--- src/rtl/tkd_pkg.sv ---
// Shared types and constants for the terminal key decoder.
// No dependencies; imported by the core and its checker.
`default_nettype none

package tkd_pkg;

    // Width of one key code item.
    localparam int KEY_CODE_W = 9;

    typedef logic [KEY_CODE_W-1:0] t_key_code;
    typedef logic [7:0]            t_byte;

    // Arrow key codes.
    localparam t_key_code CODE_UP    = 9'd256;
    localparam t_key_code CODE_DOWN  = 9'd257;
    localparam t_key_code CODE_LEFT  = 9'd258;
    localparam t_key_code CODE_RIGHT = 9'd259;

    // Control bytes with a fixed meaning.
    localparam t_byte BYTE_NUL        = 8'd0;
    localparam t_byte BYTE_CTRL_A     = 8'd1;
    localparam t_byte BYTE_ACK        = 8'd6;
    localparam t_byte BYTE_BS         = 8'd8;
    localparam t_byte BYTE_LF         = 8'd10;
    localparam t_byte BYTE_VT         = 8'd11;
    localparam t_byte BYTE_FF         = 8'd12;
    localparam t_byte BYTE_ESC        = 8'd27;
    localparam t_byte BYTE_FS         = 8'd28;
    localparam t_byte BYTE_GS         = 8'd29;
    localparam t_byte BYTE_RS         = 8'd30;
    localparam t_byte BYTE_US         = 8'd31;
    localparam t_byte BYTE_LAST_CTRL  = 8'd31;

    // Printable bytes that matter inside an escape sequence.
    localparam t_byte CHAR_DIGIT_0    = 8'h30;
    localparam t_byte CHAR_DIGIT_9    = 8'h39;
    localparam t_byte CHAR_SEMICOLON  = 8'h3B;
    localparam t_byte CHAR_QUESTION   = 8'h3F;
    localparam t_byte CHAR_A          = 8'h41;
    localparam t_byte CHAR_B          = 8'h42;
    localparam t_byte CHAR_C          = 8'h43;
    localparam t_byte CHAR_D          = 8'h44;
    localparam t_byte CHAR_O          = 8'h4F;
    localparam t_byte CHAR_BRACKET    = 8'h5B;

endpackage

`default_nettype wire

--- src/rtl/terminal_key_decoder_core.sv ---
// Terminal key decoder core: keyboard bytes in, key codes out.
// Depends on tkd_pkg for key codes and byte constants.
//
// Usage:
// - Input channel: i_valid, i_key_byte, o_stall. One byte is taken at each
//   rising edge with i_valid high and o_stall low.
// - Output channel: o_valid, o_key_code, i_stall. One key code leaves at each
//   rising edge with o_valid high and i_stall low. A byte gives zero or one
//   key code; zero bytes and the bytes that open or continue an escape sequence give nothing.
// - Config channel: i_cfg_valid, i_cfg_swap_arrows, o_cfg_ready. Ready is
//   always high; write only while the block is idle.
// The decode result is registered in the output register, or in the skid
// register while the output is stalled. Throughput is one byte per cycle while
// o_stall is low, set by the single decode stage feeding the output register.
// When the receiver stalls, the output register holds its item and one more
// item lands in a skid register; o_stall then rises until the skid drains.
// Reset clears the sequence state, the swap setting and the valid flags of
// both output registers; no item is pending after reset.
`default_nettype none

module terminal_key_decoder_core
    import tkd_pkg::*;
(
    input  wire logic      i_clk,
    input  wire logic      i_rst_n,
    // Input byte channel
    input  wire logic      i_valid,
    input  wire t_byte     i_key_byte,
    output logic           o_stall,
    // Output key channel
    output logic           o_valid,
    output t_key_code      o_key_code,
    input  wire logic      i_stall,
    // Configuration write channel
    input  wire logic      i_cfg_valid,
    input  wire logic      i_cfg_swap_arrows,
    output logic           o_cfg_ready
);

    logic      r_swap_arrows;
    logic      r_in_seq;
    logic      r_just_opened;
    logic      r_out_valid;
    t_key_code r_out_code;
    logic      r_skid_valid;
    t_key_code r_skid_code;

    logic      n_in_seq;
    logic      n_just_opened;
    logic      n_emit;
    t_key_code n_code;
    logic      fall_through;
    logic      in_accept;
    logic      out_accept;

    assign in_accept  = i_valid && !o_stall;
    assign out_accept = r_out_valid && !i_stall;

    // Decode one byte against the current sequence state.
    always_comb begin
        n_in_seq      = r_in_seq;
        n_just_opened = r_just_opened;
        n_emit        = 1'b0;
        n_code        = {1'b0, i_key_byte};
        fall_through  = 1'b0;
        if (i_key_byte == BYTE_NUL) begin
            fall_through = 1'b0;
        end else if (!r_in_seq && (i_key_byte > BYTE_LAST_CTRL)) begin
            n_emit = 1'b1;
        end else begin
            case (i_key_byte)
                BYTE_RS: begin
                    n_emit = 1'b1;
                    n_code = r_swap_arrows ? CODE_DOWN : CODE_UP;
                end
                BYTE_US: begin
                    n_emit = 1'b1;
                    n_code = r_swap_arrows ? CODE_UP : CODE_DOWN;
                end
                BYTE_VT, CHAR_A: begin
                    n_emit = 1'b1;
                    n_code = CODE_UP;
                end
                BYTE_LF, CHAR_B: begin
                    n_emit = 1'b1;
                    n_code = CODE_DOWN;
                end
                BYTE_ACK, BYTE_FF, BYTE_FS, CHAR_C: begin
                    n_emit = 1'b1;
                    n_code = CODE_RIGHT;
                end
                BYTE_CTRL_A, BYTE_BS, BYTE_GS, CHAR_D: begin
                    n_emit = 1'b1;
                    n_code = CODE_LEFT;
                end
                BYTE_ESC: begin
                    n_in_seq      = 1'b1;
                    n_just_opened = 1'b1;
                end
                CHAR_SEMICOLON, CHAR_QUESTION: begin
                    n_just_opened = 1'b0;
                end
                CHAR_O, CHAR_BRACKET: begin
                    if (r_just_opened) begin
                        n_just_opened = 1'b0;
                    end else begin
                        fall_through = 1'b1;
                    end
                end
                default: begin
                    if ((i_key_byte >= CHAR_DIGIT_0) && (i_key_byte <= CHAR_DIGIT_9)) begin
                        n_just_opened = 1'b0;
                    end else begin
                        fall_through = 1'b1;
                    end
                end
            endcase
            // An unhandled byte passes through when idle, else ends the sequence.
            if (fall_through) begin
                if (!r_in_seq) begin
                    n_emit = 1'b1;
                end else begin
                    n_in_seq      = 1'b0;
                    n_just_opened = 1'b0;
                end
            end
        end
        // Every emitted key leaves the decoder idle.
        if (n_emit) begin
            n_in_seq      = 1'b0;
            n_just_opened = 1'b0;
        end
    end

    // Configuration register.
    always_ff @(posedge i_clk) begin
        if (!i_rst_n) begin
            r_swap_arrows <= 1'b0;
        end else if (i_cfg_valid && o_cfg_ready) begin
            r_swap_arrows <= i_cfg_swap_arrows;
        end
    end

    // Sequence state advances on each accepted item.
    always_ff @(posedge i_clk) begin
        if (!i_rst_n) begin
            r_in_seq      <= 1'b0;
            r_just_opened <= 1'b0;
        end else if (in_accept) begin
            r_in_seq      <= n_in_seq;
            r_just_opened <= n_just_opened;
        end
    end

    // Output register with one skid entry behind it.
    always_ff @(posedge i_clk) begin
        if (!i_rst_n) begin
            r_out_valid  <= 1'b0;
            r_skid_valid <= 1'b0;
        end else if (!r_out_valid || out_accept) begin
            if (r_skid_valid) begin
                r_out_valid  <= 1'b1;
                r_skid_valid <= 1'b0;
            end else begin
                r_out_valid <= in_accept && n_emit;
            end
        end else if (in_accept && n_emit) begin
            r_skid_valid <= 1'b1;
        end
    end

    // Payload registers carry no reset.
    always_ff @(posedge i_clk) begin
        if (!r_out_valid || out_accept) begin
            r_out_code <= r_skid_valid ? r_skid_code : n_code;
        end else if (in_accept && n_emit) begin
            r_skid_code <= n_code;
        end
    end

    assign o_stall     = r_skid_valid;
    assign o_valid     = r_out_valid;
    assign o_key_code  = r_out_code;
    assign o_cfg_ready = 1'b1;

endmodule

`default_nettype wire

--- config.mk ---
export PLATFORM = sky130hd
export DESIGN_NAME = terminal_key_decoder_core
export DESIGN_NICKNAME = d
export VERILOG_FILES = /design/src/rtl/tkd_pkg.sv /design/src/rtl/terminal_key_decoder_core.sv
export SDC_FILE = /design/constraint.sdc
export NUM_CORES = 1
export LEC_CHECK = 0
export BUFFER_PORTS_ARGS = -buffer_cell sky130_fd_sc_hd__buf_2
export CELL_PAD_IN_SITES_DETAIL_PLACEMENT = 1
export CELL_PAD_IN_SITES_GLOBAL_PLACEMENT = 1
export CORE_UTILIZATION = 41
export CTS_CLUSTER_SIZE = 12
export DETAILED_ROUTE_END_ITERATION = 16
export PLACE_DENSITY = 0.79
export SYNTH_ARGS = -nofsm -noshare
export SYNTH_HDL_FRONTEND = slang
export SYNTH_SLANG_ARGS = --single-unit
--- constraint.sdc ---
create_clock -name i_clk -period 2.87 [get_ports i_clk]
set_clock_uncertainty 0.15 [all_clocks]
set_input_delay 0.1435 -clock i_clk [delete_from_list [all_inputs] [get_ports i_clk]]
set_output_delay 0.1435 -clock i_clk [all_outputs]
set_load 0.05 [all_outputs]
* Yosys cells after proc, flatten, opt, wreduce, memory -nomap -nowiden
Cells that the tools add are included.
W data, S select, Z words.
** Word-level totals
- Logic and storage cells :: 85
- Register bits after elaboration :: 23
- Output and inout bits :: 12
- Bits of input ports :: 14
** Cells by class
- Bitwise operators :: 2
- Reductions and logical operators :: 22
- Mux-type cells :: 30
- Equality and inequality tests :: 21
- Magnitude comparators :: 3
** Operator list (number)
- $pmux W9 S6 :: 1
- $eq A8 B7 Y1 const B :: 6
- $eq A8 B5 Y1 const B :: 5
- $eq A8 B4 Y1 const B :: 4
- $mux W9 :: 3
- $mux W1 :: 24
- $reduce_or A17 Y1 :: 1
- $eq A8 B6 Y1 const B :: 2
- $reduce_or A14 Y1 :: 1
- $reduce_or A4 Y1 :: 3
- $eq A8 B1 Y1 const B :: 1
- $eq A8 B3 Y1 const B :: 1
- $ge A8 B6 Y1 const B :: 1
- $gt A8 B5 Y1 const B :: 1
- $le A8 B6 Y1 const B :: 1
- $logic_not A8 Y1 :: 1
- $reduce_or A2 Y1 :: 4
- $logic_and A1 B1 Y1 :: 5
- $logic_not A1 Y1 :: 4
- $ne A2 B2 Y1 const B :: 2
- $pmux W1 S3 :: 1
- $reduce_and A3 Y1 :: 1
- $not A1 Y1 :: 2
- $pmux W1 S2 :: 1
- other kinds (2) :: 2

* Logic depth before layout (Yosys ltp)
- Depth after elaboration :: 11
- Gate-level depth with buffers :: 7
- Gate-level depth less buffers :: 5

* Least setup slack after synthesis
No wires, ideal clock.
- Path type :: input port to flip-flop
- Start point :: in i_key_byte[2]
- End point :: reg r_skid_code[0], enable pin
- Buffers on the path :: 0
- Slack :: 0.587 ns
- Arrival :: 1.759 ns
- Stages on the path :: 5
- Required time :: 2.346 ns
- Setup time :: 0.374 ns
- Cells stage by stage :: or3_1 a211o_1 a2111oi_4 o41ai_1 nor2_1
** On the way
- Word-level cells in the longest chain between the ends :: 11
- Elaborated cells on any way between the ends :: 39
- Those cells by class :: order compare: 3; eq/ne: 19; mux: 9; reduce/logical: 8
** Ends and longest elaborated chain
- from (decl) :: RTL line terminal_key_decoder_core.sv:28 : input wire t_byte i_key_byte,
- $ge A8 B6 Y1 / $le A8 B6 Y1 (equally long branches) :: RTL line terminal_key_decoder_core.sv:111 : if ((i_key_byte >= CHAR_DIGIT_0) && (i_key_byte <= CHAR_DIGIT_9)) begin
- $logic_and A1 B1 Y1 :: RTL line terminal_key_decoder_core.sv:111
- $mux W1 :: RTL line terminal_key_decoder_core.sv:111
- $pmux W1 S2 :: RTL line terminal_key_decoder_core.sv:71 : case (i_key_byte)
- $mux W1 :: RTL line terminal_key_decoder_core.sv:68 : end else if (!r_in_seq && (i_key_byte > BYTE_LAST_CTRL)) begin
- $mux W1 :: RTL line terminal_key_decoder_core.sv:66 : if (i_key_byte == BYTE_NUL) begin
- $mux W1 :: RTL line terminal_key_decoder_core.sv:119 : if (fall_through) begin
- $mux W1 :: RTL line terminal_key_decoder_core.sv:68
- $mux W1 * :: RTL line terminal_key_decoder_core.sv:66
- $logic_and A1 B1 Y1 * :: RTL line terminal_key_decoder_core.sv:176 : end else if (in_accept && n_emit) begin
- $reduce_and A2 Y1 (no line) *
- to (signal assigned) :: RTL line terminal_key_decoder_core.sv:177 : r_skid_code <= n_code;
- to (decl) :: RTL line terminal_key_decoder_core.sv:46 : t_key_code r_skid_code;
Every way passes the cells marked *; elsewhere a longest branch is shown, timed or not. The select of a mux whose other input is x is not followed.
A chain may end at the register's enable or synchronous reset.

* Worst setup path in the final report
- Start point :: in i_key_byte[3]
- End point :: reg r_out_code[4], in the netlist o_key_code[4], data pin
** On the way
- Word-level cells in the longest chain between the ends :: 6
- Elaborated cells on any way between the ends :: 25
- Those cells by class :: order compare: 1; eq/ne: 14; mux: 4; reduce/logical: 6
** Ends and longest elaborated chain
- $eq A8 B1 Y1, or another cell as far along :: RTL line terminal_key_decoder_core.sv:71
- $reduce_or A4 Y1 / $reduce_or A2 Y1 (equally long branches)
- $pmux W9 S6 :: RTL line terminal_key_decoder_core.sv:71
- $mux W9 :: RTL line terminal_key_decoder_core.sv:68
- $mux W9 * :: RTL line terminal_key_decoder_core.sv:66
- $mux W9 * :: RTL line terminal_key_decoder_core.sv:175 : r_out_code <= r_skid_valid ? r_skid_code : n_code;
- to (signal assigned) :: RTL line terminal_key_decoder_core.sv:175
- to (decl) :: RTL line terminal_key_decoder_core.sv:44 : t_key_code r_out_code;
Every way passes the cells marked *; elsewhere a longest branch is shown, timed or not.

==> results_dict.tcl <==
set metrics [dict create \
    antenna_found_initial 0 \
    cp_slowest_cell "o32a_1" \
    crit_path_max_incr_delay_ns 0.44 \
    die-area_um2 3480 \
    grt_max_degree 16 \
    ys_top_cells_by_count "edfxtp_1, nand2_1, nor2_1" \
    synth.distinct_cells 46 \
    htree_levels 1 \
    drive_gt1_share_pct 22.0 \
    clock-sinks 23 \
    rows 20 \
    powerDensity_nw_per_um2 449 \
    yosysMostFrequentCell "edfxtp_1" \
    tns_ns 0 \
    dp_hpwl_um 2170 \
    synthCells 131 \
    via_per_inst 5.64 \
    ctsResizeCount 0 \
    clk_pin_slew_ns 0.13 \
    synth.top_cells.by_area "edfxtp_1, dfxtp_1, nand2_1, buf_2, nor2_1" \
    async_flop_share_pct 0 \
    clock.fmax_mhz 478 \
    ioPinCount 26 \
    yosysSeqAreaShare_pct 48.1 \
    crit_path_max_fanout 15 \
    peakVddDrop_v 0.000190 \
    ff2ff_path_depth 5 \
    reg2reg_slack_ns 0.90 \
    post-route-period-util_pct 73.0 \
    area_delta_synth_final_pct 13.2 \
    core_area_um2 3080 \
    clkLatencyLatePin_ns 0.31 \
    vias 1095 \
    wl_um 2970 \
    r2r_end "r_skid_code[6]" \
    status "finished, final reports clean" \
    synth_top_cell_by_area "edfxtp_1" \
    drt_iter0_drc 18 \
    numCtsBuffers 3 \
    layout.nets 165 \
    cts_root_buffer "clkbuf_4" \
    initial_core_util_pct 43.3 \
    fp.dieW_um 59.0 \
    wl_per_cell_um 15.3 \
    hold_class "input pin to register" \
    synth_area_um2 1330 \
    overflow 0 \
    place_congestion 0.845 \
    synth_top_area_share_pct 40.6 \
    antenna_cells 0 \
    path_class "input pin to register" \
    die_h_um 59.0 \
    ys_seq_elements 23 \
    arrival_ns 2.00 \
    p_leak_nw 0.547 \
    hp-start "i_key_byte[7]" \
    hold_path_end "r_skid_code[7]" \
    syn_avg_cell_area_um2 10.2 \
    fin_crit_ns 2.09 \
    numPortBuffers 24 \
    required_ns 2.78 \
    finalPower_mw 0.678 \
    worstHoldPathCells 1 \
    synth-edff-count 18 \
    cap_viol_max_count 0 \
    synth_ff_type "edfxtp_1" \
    finalHoldViolCount 0 \
    tritoncts "done" \
    grt_pass1_vias 1065 \
    syn_nets 145 \
    dr.pass1.iters 4 \
    setup-violations-final 0 \
    slew-limit-headroom_pct 63.5 \
    drc 0 \
    cp-end-kind "register" \
    cp-start-kind "input pin" \
    r2r_start "o_stall" \
    rsz0062_at_grt "false" \
    grtUsageTotal_pct 18.6 \
    critical_path.cell_chain "buf_2 > or3_1 > a211o_1 > a2111oi_4 > o32a_1 > o21ai_0" \
    cts_setup_buffers 0 \
    setup_ws_ns 0.776 \
    fill_cells 367 \
    clockBufferDepth 2 \
    final_antenna_net_count 0 \
    slew_violations 0 \
    worstMarginPinSlew_ns 0.540 \
    yosys_warnings 0 \
    grt_pass1_wl_um 4950 \
    dp_slack_ns 0.458 \
]
how the worst max path moves through the flow:
stage,startpoint,endpoint,slack [ns]
6_report,i_key_byte[3],o_key_code[4],0.78
5_1_grt,o_stall,r_skid_code[3],0.66
4_1_cts,i_key_byte[3],o_key_code[4],0.79
3_5_place_dp,i_key_byte[3],o_key_code[4],0.46
3_3_place_gp,i_key_byte[3],o_key_code[4],0.54
2_1_floorplan,i_key_byte[2],r_skid_code[0],0.59
cells by family (layout without fill, tap and decap cells):
| family | count (synthesis) | count (layout) | synth area share (%) |
|---|---|---|---|
| compound gates | 29 | 29 | 17.7 |
| xor+xnor | 4 | 4 | 2.63 |
| simple gates | 48 | 48 | 19.6 |
| flops | 23 | 23 | 48.1 |
| mux | 6 | 6 | 4.79 |
| other cells | 1 | 1 | 0.281 |
| buf+inv | 20 | 39 | 6.95 |
through the flow:
stage	hold WS [ns]	util, %	std cells	instance area [um^2]
floorplan	0.115	-	131	1330
global placement	0.230	47.2	187	1450
detailed placement	0.236	47.2	187	1450
CTS	0.0234	49.0	194	1510
global route	0.0302	49.0	194	1510
finish	0.0273	49.0	194	1510
area by class of cell:
class	count	area [um^2]	share of cell area (%)
Clock buffer	4	26.3	1.74
Inverter	6	22.5	1.49
Multi-Input combinational cell	88	599	39.7
Sequential cell	23	641	42.5
Tap cell	44	55.1	3.65
Timing Repair Buffer	29	165	10.9
cell usage in the layout (no fill, tap or decap), types with 3 or more instances in the layout:
cell | netlist | layout
dlygate4sd3_1 | 0 | 3
a31oi_1 | 3 | 3
o211ai_1 | 3 | 3
edfxtp_1 | 18 | 18
nor2_1 | 9 | 9
nor2b_1 | 3 | 3
inv_1 | 5 | 5
o31ai_1 | 3 | 3
nor3_1 | 4 | 4
nand2_1 | 12 | 12
nand3_1 | 4 | 4
o21ai_0 | 5 | 5
mux2i_1 | 3 | 3
dfxtp_1 | 5 | 5
clkbuf_4 | 0 | 3
or4_1 | 3 | 3
nand4_1 | 3 | 3
buf_2 | 8 | 24
sequential cells by signal, summed over array words and instances (netlist names):
register	cells
o_key_code	9
r_just_opened	1
o_valid	1
r_skid_code	9
r_swap_arrows	1
r_in_seq	1
o_stall	1
critical path, delay by kind of cell:
kind | cells | cell delay (ns)
AO/OA/AOI/OAI | 4 | 1.30
buffers and inverters | 1 | 0.19
AND/OR/NAND/NOR | 1 | 0.37
metal layers:
metal  routed length, um  track usage (%)  vias to the layer above  share of wire, %
met5                   0                0                        -                 0
met2                1560             32.5                       20                52
met1                1330             25.1                      542                45
met4                  20             3.06                        0              0.67
met3                  65             2.62                        4               2.2
li1                    -                -                      529                 -
repair_timing:
item	4_1_cts	5_1_grt
endpoints found under the hold margin	3	0
endpoints found under the setup margin	0	0
hold buffers	3	0
power by group:
part           internal (mW)  total (mW)  switching, mW
clock network         0.0543       0.153         0.0987
registers              0.377       0.382        0.00487
logic                 0.0414       0.144          0.102
total                  0.472       0.678          0.206
(Power assumes the default switching activity.)
